**config.mk**
```make
export PLATFORM = sky130hd
export DESIGN_NAME = three_level_stable_priority_queue_top
export DESIGN_NICKNAME = d
export VERILOG_FILES = /design/src/hw/rtl/tspq_pkg.sv /design/src/hw/rtl/tspq_ctrl.sv /design/src/hw/rtl/tspq_dp.sv /design/src/hw/rtl/three_level_stable_priority_queue_top.sv
export SDC_FILE = /design/constraint.sdc
export NUM_CORES = 2
export LEC_CHECK = 0
export ABC_AREA = 1
export BUFFER_PORTS_ARGS = -buffer_cell sky130_fd_sc_hd__buf_4
export CAP_MARGIN = 20
export CORE_UTILIZATION = 45
export CTS_CLUSTER_DIAMETER = 30
export DETAILED_ROUTE_END_ITERATION = 8
export MAX_ROUTING_LAYER = met4
export PLACE_DENSITY = 0.6
export SLEW_MARGIN = 20
export SYNTH_ARGS = -nofsm -noshare
export SYNTH_HDL_FRONTEND = slang
export SYNTH_SLANG_ARGS = --single-unit
```
**constraint.sdc**
```tcl
create_clock -name aclk -period 15 [get_ports aclk]
set_input_delay 3 -clock aclk [delete_from_list [all_inputs] [get_ports aclk]]
set_output_delay 3 -clock aclk [all_outputs]
set_load 0.01 [all_outputs]
```
**src/hw/rtl/tspq_pkg.sv**
```systemverilog
// Shared types, codes and field widths for the three-class stable priority queue.
// No dependencies.
`timescale 1ns / 1ps

package tspq_pkg;

    localparam int DEF_CLASS_DEPTH = 16;
    localparam int NUM_CLASSES     = 3;

    localparam int CODE_W   = 8;
    localparam int NUMBER_W = 16;
    localparam int DUR_W    = 16;
    localparam int STATUS_W = 2;
    localparam int WORD_W   = NUMBER_W + DUR_W;
    localparam int CLS_W    = 2;

    localparam int S_TDATA_W = 40;
    localparam int S_TUSER_W = 1;
    localparam int M_TDATA_W = 48;
    localparam int M_TUSER_W = 3;

    // ASCII class letters
    localparam logic [CODE_W-1:0] CODE_P = 8'h50;
    localparam logic [CODE_W-1:0] CODE_G = 8'h47;
    localparam logic [CODE_W-1:0] CODE_S = 8'h53;

    localparam logic [CLS_W-1:0] CLS_HIGH = 2'd0;
    localparam logic [CLS_W-1:0] CLS_MID  = 2'd1;
    localparam logic [CLS_W-1:0] CLS_LOW  = 2'd2;

    localparam logic MODE_PUSH = 1'b0;
    localparam logic MODE_POP  = 1'b1;

    localparam logic [STATUS_W-1:0] STAT_OK      = 2'd0;
    localparam logic [STATUS_W-1:0] STAT_EMPTY   = 2'd1;
    localparam logic [STATUS_W-1:0] STAT_FULL    = 2'd2;
    localparam logic [STATUS_W-1:0] STAT_UNKNOWN = 2'd3;

    typedef struct packed {
        logic accept;   // input transaction taken this cycle
    } tspq_cmd_t;

    function automatic logic [CODE_W-1:0] class_letter(input logic [CLS_W-1:0] idx);
        logic [CODE_W-1:0] letter;
        case (idx)
            CLS_HIGH: letter = CODE_P;
            CLS_MID:  letter = CODE_G;
            default:  letter = CODE_S;
        endcase
        return letter;
    endfunction

endpackage

```
**src/hw/rtl/tspq_ctrl.sv**
```systemverilog
// Handshake controller for the priority queue: one item in flight at a time.
// Depends on tspq_pkg.
`timescale 1ns / 1ps

module tspq_ctrl
    import tspq_pkg::*;
(
    input  logic      aclk,
    input  logic      aresetn,
    input  logic      s_tvalid,
    output logic      s_tready,
    output logic      m_tvalid,
    input  logic      m_tready,
    output tspq_cmd_t cmd
);

    localparam logic STATE_IDLE = 1'b0;
    localparam logic STATE_RESP = 1'b1;

    logic state_reg;
    logic state_next;

    assign s_tready   = (state_reg == STATE_IDLE);
    assign m_tvalid   = (state_reg == STATE_RESP);
    assign cmd.accept = s_tvalid && s_tready;

    always_comb begin
        state_next = state_reg;
        unique case (state_reg)
            STATE_IDLE: begin
                if (s_tvalid) state_next = STATE_RESP;
            end
            STATE_RESP: begin
                if (m_tready) state_next = STATE_IDLE;
            end
            default: state_next = STATE_IDLE;
        endcase
    end

    always_ff @(posedge aclk) begin
        if (!aresetn) begin
            state_reg <= STATE_IDLE;
        end else begin
            state_reg <= state_next;
        end
    end

endmodule

```
**src/hw/rtl/tspq_dp.sv**
```systemverilog
// Datapath: per-class ring pointers and counts, shared entry memory, result registers.
// Depends on tspq_pkg.
`timescale 1ns / 1ps

module tspq_dp
    import tspq_pkg::*;
#(
    parameter int CLASS_DEPTH = DEF_CLASS_DEPTH
) (
    input  logic                 aclk,
    input  logic                 aresetn,
    input  tspq_cmd_t            cmd,
    input  logic [S_TDATA_W-1:0] s_tdata,
    input  logic [S_TUSER_W-1:0] s_tuser,
    output logic [M_TDATA_W-1:0] m_tdata,
    output logic [M_TUSER_W-1:0] m_tuser
);

    localparam int PTR_W = (CLASS_DEPTH > 1) ? $clog2(CLASS_DEPTH) : 1;
    localparam int CNT_W = $clog2(CLASS_DEPTH + 1);
    localparam logic [PTR_W-1:0] PTR_LAST = PTR_W'(CLASS_DEPTH - 1);
    localparam logic [CNT_W-1:0] CNT_FULL = CNT_W'(CLASS_DEPTH);

    logic [PTR_W-1:0] head_reg [NUM_CLASSES];
    logic [PTR_W-1:0] tail_reg [NUM_CLASSES];
    logic [CNT_W-1:0] cnt_reg  [NUM_CLASSES];

    logic [WORD_W-1:0] ring_mem [NUM_CLASSES][CLASS_DEPTH];
    logic [WORD_W-1:0] rd_q_reg;

    logic [STATUS_W-1:0] status_reg, status_next;
    logic                valid_reg, valid_next;
    logic [CLS_W-1:0]    cls_reg, cls_next;

    logic                mode;
    logic [CODE_W-1:0]   class_code;
    logic [NUMBER_W-1:0] cust_number;
    logic [DUR_W-1:0]    duration;

    logic             push_known;
    logic [CLS_W-1:0] push_cls;
    logic             pop_any;
    logic [CLS_W-1:0] pop_cls;
    logic             wr_en, rd_en;
    logic [PTR_W-1:0] wr_ptr, rd_ptr;
    logic             push_full;
    logic             now_empty;

    assign mode        = s_tuser[0];
    assign class_code  = s_tdata[7:0];
    assign cust_number = s_tdata[23:8];
    assign duration    = s_tdata[39:24];

    // class decode for push
    always_comb begin
        push_known = 1'b1;
        push_cls   = CLS_LOW;
        unique case (class_code)
            CODE_P:  push_cls = CLS_HIGH;
            CODE_G:  push_cls = CLS_MID;
            CODE_S:  push_cls = CLS_LOW;
            default: push_known = 1'b0;
        endcase
    end

    // fixed priority pick for pop
    always_comb begin
        pop_any = 1'b1;
        pop_cls = CLS_LOW;
        if (cnt_reg[0] != '0)      pop_cls = CLS_HIGH;
        else if (cnt_reg[1] != '0) pop_cls = CLS_MID;
        else if (cnt_reg[2] != '0) pop_cls = CLS_LOW;
        else                       pop_any = 1'b0;
    end

    always_comb begin
        case (push_cls)
            CLS_HIGH: begin
                wr_ptr    = tail_reg[0];
                push_full = (cnt_reg[0] == CNT_FULL);
            end
            CLS_MID: begin
                wr_ptr    = tail_reg[1];
                push_full = (cnt_reg[1] == CNT_FULL);
            end
            default: begin
                wr_ptr    = tail_reg[2];
                push_full = (cnt_reg[2] == CNT_FULL);
            end
        endcase
        case (pop_cls)
            CLS_HIGH: rd_ptr = head_reg[0];
            CLS_MID:  rd_ptr = head_reg[1];
            default:  rd_ptr = head_reg[2];
        endcase
    end

    always_comb begin
        wr_en       = 1'b0;
        rd_en       = 1'b0;
        status_next = STAT_OK;
        valid_next  = 1'b0;
        cls_next    = pop_cls;
        if (mode == MODE_PUSH) begin
            if (!push_known)    status_next = STAT_UNKNOWN;
            else if (push_full) status_next = STAT_FULL;
            else                wr_en = cmd.accept;
        end else begin
            if (!pop_any) begin
                status_next = STAT_EMPTY;
            end else begin
                rd_en      = cmd.accept;
                valid_next = 1'b1;
            end
        end
    end

    // entry memory: number in the upper half, duration in the lower
    always_ff @(posedge aclk) begin
        if (wr_en) ring_mem[push_cls][wr_ptr] <= {cust_number, duration};
        if (rd_en) rd_q_reg <= ring_mem[pop_cls][rd_ptr];
    end

    always_ff @(posedge aclk) begin
        if (!aresetn) begin
            for (int c = 0; c < NUM_CLASSES; c++) begin
                head_reg[c] <= '0;
                tail_reg[c] <= '0;
                cnt_reg[c]  <= '0;
            end
        end else begin
            for (int c = 0; c < NUM_CLASSES; c++) begin
                if (wr_en && (push_cls == CLS_W'(c))) begin
                    tail_reg[c] <= (tail_reg[c] == PTR_LAST) ? '0 : tail_reg[c] + 1'b1;
                    cnt_reg[c]  <= cnt_reg[c] + 1'b1;
                end
                if (rd_en && (pop_cls == CLS_W'(c))) begin
                    head_reg[c] <= (head_reg[c] == PTR_LAST) ? '0 : head_reg[c] + 1'b1;
                    cnt_reg[c]  <= cnt_reg[c] - 1'b1;
                end
            end
        end
    end

    always_ff @(posedge aclk) begin
        if (cmd.accept) begin
            status_reg <= status_next;
            valid_reg  <= valid_next;
            cls_reg    <= cls_next;
        end
    end

    // counts hold still while the result waits
    assign now_empty = (cnt_reg[0] == '0) && (cnt_reg[1] == '0) && (cnt_reg[2] == '0);

    assign m_tuser = {valid_reg, status_reg};
    assign m_tdata = {7'b0,
                      now_empty,
                      valid_reg ? rd_q_reg[DUR_W-1:0]      : {DUR_W{1'b0}},
                      valid_reg ? rd_q_reg[WORD_W-1:DUR_W] : {NUMBER_W{1'b0}},
                      valid_reg ? class_letter(cls_reg)    : {CODE_W{1'b0}}};

endmodule

```
**src/hw/rtl/three_level_stable_priority_queue_top.sv**
```systemverilog
// Three-class stable priority queue ('P' > 'G' > 'S', FIFO within a class).
// The result transaction is offered in the cycle after the input is accepted.
// The controller holds one item until its result is taken, so no new input is
// accepted while a result is pending; a pop reads the registered-output entry memory.
// Reset: synchronous active-low aresetn empties all classes; memory is not cleared.
// Depends on tspq_pkg, tspq_ctrl, tspq_dp.
`timescale 1ns / 1ps

module three_level_stable_priority_queue_top
    import tspq_pkg::*;
#(
    parameter int CLASS_DEPTH = DEF_CLASS_DEPTH   // entries per class ring
) (
    input  logic                 aclk,
    input  logic                 aresetn,

    // Input transactions
    input  logic                 s_tvalid,
    output logic                 s_tready,
    // [7:0] class_code, [23:8] cust_number, [39:24] duration
    input  logic [S_TDATA_W-1:0] s_tdata,
    // [0] mode (0 push, 1 pop)
    input  logic [S_TUSER_W-1:0] s_tuser,

    // Result transactions, one per input
    output logic                 m_tvalid,
    input  logic                 m_tready,
    // [7:0] out_code, [23:8] out_number, [39:24] out_duration, [40] now_empty,
    // [47:41] zero
    output logic [M_TDATA_W-1:0] m_tdata,
    // [1:0] status, [2] out_valid
    output logic [M_TUSER_W-1:0] m_tuser
);

    tspq_cmd_t cmd;

    // Controller: accepts a transaction only when no result is pending.
    tspq_ctrl u_ctrl (
        .aclk     (aclk),
        .aresetn  (aresetn),
        .s_tvalid (s_tvalid),
        .s_tready (s_tready),
        .m_tvalid (m_tvalid),
        .m_tready (m_tready),
        .cmd      (cmd)
    );

    // Datapath: class decode, priority pick, rings and result registers.
    tspq_dp #(
        .CLASS_DEPTH (CLASS_DEPTH)
    ) u_dp (
        .aclk    (aclk),
        .aresetn (aresetn),
        .cmd     (cmd),
        .s_tdata (s_tdata),
        .s_tuser (s_tuser),
        .m_tdata (m_tdata),
        .m_tuser (m_tuser)
    );

endmodule

```
Yosys cells after proc, flatten, opt, wreduce, memory -nomap -nowiden
Memory sizes are Yosys's and may differ from the RTL's.
Index checks and enable logic that the tools add are counted.
- div/mod/pow operators: 0
- reductions and logical operators: 20
- muxes and demuxes: 71
- bitwise operators: 15
- order comparisons: 3
- multiply operators: 0
- shifts and indexed selects: 0
- add/subtract/negate cells: 12
- equal/unequal tests: 17
- operator list (kind ; number):
    2-to-1 mux 512 bit ; 1
    binary-select mux 32 bit (select 4 bit) ; 1
    demux 32 bit (select 4 bit) ; 1
    2-to-1 mux 32 bit ; 3
    2-to-1 mux 4 bit ; 12
    2-to-1 mux 1 bit ; 33
    2-to-1 mux 16 bit ; 2
    2-to-1 mux 5 bit ; 6
    adder 4 x 1 -> 4 bit, second input constant ; 6
    == test 4 bit, second input constant ; 6
    == test 8 x 7 -> 1 bit, second input constant ; 3
    one-hot mux 4 bit (2 select lines) ; 2
    adder 5 x 1 -> 5 bit, second input constant ; 3
    == test 5 bit, second input constant ; 3
    zero test 5 bit ; 3
    nonzero test 5 bit ; 3
    subtractor 5 x 1 -> 5 bit, second input constant ; 3
    bitwise OR 1 bit ; 12
    greater-or-equal comparator 5 bit, second input constant ; 2
    logical AND 1 bit ; 10
    2-to-1 mux 2 bit ; 5
    NOT 4 -> 5 bit ; 2
    one-hot mux 5 bit (2 select lines) ; 1
    2-to-1 mux 7 bit ; 1
    8 further kinds ; 14
- latch bits: 0
- memory bits (read-only): 0
- bits in writable memories: 1575
- input port bits: 45
- memories: 4
- register bits after elaboration: 38
- word-level logic and storage cells: 147
- memory list (name ; words ; bits a word ; read ports ; clocked after memory_dff ; write ports ; line ; source):
    u_dp.ring_mem ; 3 ; 512 ; 1 ; 0 ; 1 ; tspq_dp.sv:28 ; logic [WORD_W-1:0] ring_mem [NUM_CLASSES][CLASS_DEPTH];
    u_dp.cnt_reg ; 3 ; 5 ; 3 ; 0 ; 3 ; tspq_dp.sv:26 ; logic [CNT_W-1:0] cnt_reg [NUM_CLASSES];
    u_dp.head_reg ; 3 ; 4 ; 3 ; 0 ; 3 ; tspq_dp.sv:24 ; logic [PTR_W-1:0] head_reg [NUM_CLASSES];
    u_dp.tail_reg ; 3 ; 4 ; 3 ; 0 ; 3 ; tspq_dp.sv:25 ; logic [PTR_W-1:0] tail_reg [NUM_CLASSES];

Longest topological paths before layout
- word-level depth: 13
- mapped depth: 16
- gate-level depth less buffers: 16

Modules after synthesis
Synthesis repeated with hierarchy kept, for this count alone.
- cell total of the unflattened synthesis: 6224
- area total of the unflattened synthesis: 69359.0 um^2
- modules (own cells, without submodules) (module ; sequential area each (um^2) ; area an instance (um^2) ; cells each ; instances):
    tspq_dp ; 48406.4 ; 69305.2 ; 6216 ; 1
    tspq_ctrl ; 20.0 ; 53.8 ; 8 ; 1

Worst setup path after synthesis
OpenSTA, ideal clock, no wires.
- path type: input port to flip-flop
- start point: in s_tdata[5]
- end point: mem u_dp.ring_mem[0][416] in the netlist's numbering (enable)
- stages on the path: 12
- library setup time: 0.461 ns
- data arrival time: 6.398 ns
- slack: 8.140 ns
- cells stage by stage: inv_1 -> nand2_1 -> nor2_1 -> nand2_2 -> inv_2 -> nor2_4 -> inv_2 -> or2_2 -> nand3b_1 -> nand2_1 -> buf_2 -> nor3_1
- word-level cells in the longest chain between the ends: 10
- RTL lines (element ; line ; source):
    from (decl) ; three_level_stable_priority_queue_top.sv:21 ; input logic [S_TDATA_W-1:0] s_tdata,
    == test 8 x 7 -> 1 bit ; tspq_dp.sv:58 ; unique case (class_code)
    one-hot mux 2 bit (2 select lines) ; tspq_dp.sv:58 ;
    == test 2 x 1 -> 1 bit / zero test 2 bit (equally long branches) ; tspq_dp.sv:77 ; case (push_cls)
    one-hot mux 4 bit (2 select lines) ; tspq_dp.sv:77 ;
    NOT 4 -> 5 bit (implied by the code) ; tspq_dp.sv:120 ; if (wr_en) ring_mem[push_cls][wr_ptr] <= {cust_number, duration};
    greater-or-equal comparator 5 bit (implied by the code) / < comparator 5 x 1 -> 1 bit (equally long branches) ; tspq_dp.sv:120 ;
    logical AND 1 bit (implied by the code) ; tspq_dp.sv:120 ;
    2-to-1 mux 32 bit (implied by the code) ; tspq_dp.sv:120 ;
    demux 32 bit (select 4 bit) ; tspq_dp.sv:120 ;
    2-to-1 mux 512 bit (implied by the code) ; tspq_dp.sv:120 ;
    to (decl) ; tspq_dp.sv:28 ;
Parallel ways exist; a longest one is shown, timed or not.

==> results.md <==
* Status: complete, no violations
* Crit path launch type: register
* Post-synthesis compound-gate area fraction at 0.00793
* Tcrit/Tclk final at 0.472
* TritonCTS clock tree: built
* Crit-path cells: nor2_2 -> nand2_1 -> nor2_4 -> buf_12 -> nand2_8 -> nor2_1 -> buf_4
* Internal power at 10.4 mW
* H-tree levels at 5
* Pin count of the biggest net entering global routing at 179
* Row cnt at 143
* Pre-CTS setup slack at 7.64 ns
* Via Count at 46.8k
* GP Congestion at just under 0.9
* Layout cells sized above 1 at 0.133
* Routed len/inst at 23.2 um
* Peak VDD IR at 0.132 mV
* Top-level port count at 98
* Slew Limit Fails at 0
* Critical Path Fanout Max at 178
* Via density at between 5 and 6
* Global route overflow at 0
* Setup Fix Bufs, Post-CTS at 0
* Hold Buf Count CTS at 0
* Synthesized instance count at 6,040
* Adder-cell share of the synthesized area at 0.00312
* Worst path top cell family by delay: simple AND/OR/NAND/NOR gates
* Detailed Route Iter0 Violations at 4,813
* Initial antenna violation count at 10
* Die area at approximately 0.15 mm2
* Port bufs at 87
* WP data arrival at 4.09 ns
* Initial core utilization at 0.453
* Area Overhead vs Synth at 20.5%
* Sink Count at 1,613
* Synth Area in XOR/XNOR at 0.00305
* CP Capture Type: output port
* Req. time, crit path at 12.00 ns
* Vias in the first global route at 44.9k
* Post-synthesis mux area share at 0
* Total Routing Usage GR at 0.257
* Switching Fraction at 0.224
* Synth Area per Inst at 11.4 um2
* Setup TNS at 0 ns
* Seq/Total Area, Yosys at 0.702
* Max reg flops at approximately 1.5k
* Max Clock Skew at between 0.05 and 0.06 ns
* FF+latch count, synth at around 1.6k
* Hold slack final at between 0.6 and 0.7 ns
* Final WL at 196,000 um
* Post-Syn Area at just under 0.07 mm2
* Final worst slack at 7.91 ns
* Slew HR at 0.243
* Setup violations, final at 0
* Max Freq at roughly 140 MHz
* Nets at 6,233
* Pwr dens at around 160 mW/mm2
* Clock transition at path regs at 0.04 ns
* Longest Clk Path Bufs at 4
* Post-DP Area at 0.0712 mm2
* Global-route wire length before repair at 289,000 um
* WS Path Type: reg -> out
* Actual slew at the worst max-slew pin at 1.13 ns
* DIE WIDTH at 393 um
* Warning count from the yosys run at 0
* Post_cts resized at 0
* Remaining DRCs at 0
* Cell Count, Final, Fillers Out at 8,473
* Largest stage delay, worst path at ~0.66 ns
* Max cap viols at 0
* Final hold vios at 0
* Sequential Power Share at 0.376
* Main combinational cell family by area after synthesis: simple AND/OR/NAND/NOR gates
* Worst hold path class: reg -> reg
* Comb pwr share at 0.058
* Worst-skew pair later-pin latency at roughly 0.91 ns
* Finished Core Util at 0.546
* Placeable Area at between 0.15 and 0.2 mm2
* DP HPWL at 104,000 um
* Fin area at between 0.08 and 0.09 mm2
* Post-synthesis cell type count at 41
* Clock Root Buffer: clkbuf_16
* ANT nets after route at 0
* Drt first pass iters at 6
* Commonest non-fill, non-tap cell in the layout: nand2_1
* Total leakage power at 31.8 nW
* Slowest cell on the critical path: buf_12
* Buf/Inv on CP at 2
* Net Sw Power at 2.98 mW
* Simple-Gate Fraction of Synth Area at 0.234
* Pwr Total at 13.3 mW
* Post-layout min period at ~7.1 ns
* Commonest non-fill, non-tap cells in the layout: nand2_1 (1,679), edfxtp_1 (1,612), nand3_1 (1,380)
* Dpl cells at 7,838
* Die Height at 393 um
* Fraction of power consumed by the clock network at 0.566
* RSZ-0062 raised after global routing: false
* Num CTS Buffers at 356
[cell usage after synthesis, drive strengths merged]
cell / n / area (um2)
a31oi: 1 / 6.26
nand3b: 198 / 1490
inv: 386 / 1450
or2: 125 / 782
o221ai: 1 / 26.3
o22ai: 2 / 12.5
o211ai: 1 / 7.51
buf: 275 / 1500
nand4: 5 / 31.3
o21bai: 32 / 240
dfxtp: 1 / 20.0
xor2: 16 / 140
nand3: 1382 / 6930
nand2: 1684 / 6330
edfxtp: 1612 / 48400
o21ai: 39 / 206
nor2: 89 / 399
and2: 1 / 6.26
nor3: 28 / 150
fa: 2 / 40.0
nor3b: 1 / 7.51
conb: 1 / 3.75
clkbuf: 127 / 478
o21a: 1 / 7.51
a21oi: 8 / 40.0
xnor2: 8 / 70.1
ha: 14 / 175
[final cells by class]
type | instances | area, um2
inverters | 386 | 1470
multi-input cells | 3648 | 17500
diodes | 5 | 12.5
repair buffers | 167 | 1450
clock inverters | 212 | 2460
well taps | 2030 | 2540
clock buffers | 412 | 9200
flip-flops and latches | 1613 | 48400
fillers | 12500 | 69000
[kinds of logic (layout without fill, tap and decap cells)]
family | after synthesis | count (layout)
adders and majority gates | 16 | 16
other | 1 | 15
xor gates and xnor gates | 24 | 24
and+or+nand+nor | 3513 | 3513
DFF | 1613 | 1613
AOI/OAI and AO/OA | 85 | 85
buffers and inverters | 788 | 1177
[routing by layer]
layer / part of all wire / global-route usage
met1: 0.42 / 0.351
met2: 0.47 / 0.394
met3: 0.080 / 0.0438
met4: 0.024 / 0.0799
met5: 0 / -
[final timing paths]
check,startpoint,to,slack [ns],cells past startpoint
max,u_dp.cnt_reg[0][3],m_tdata[40],7.91,7
min,u_dp.cnt_reg[2][0],u_dp.cnt_reg[2][0],0.61,1
max reg2reg,u_dp.cnt_reg[0][3],u_dp.rd_q_reg[27],8.68,15
min reg2reg,u_dp.cnt_reg[2][0],u_dp.cnt_reg[2][0],0.61,1
[power by group through the flow]
stage                     Sequential [mW]  Clock, mW  Combinational, mW
final                                5.01       7.56              0.770
after global routing                 5.01       7.84              0.825
after CTS                            5.01       7.62              0.762
after detailed placement             5.09          0              0.759
after global placement               5.09          0              0.751
after floorplan                      5.08          0              0.424
No activity file was read; power rests on OpenSTA's default activity.
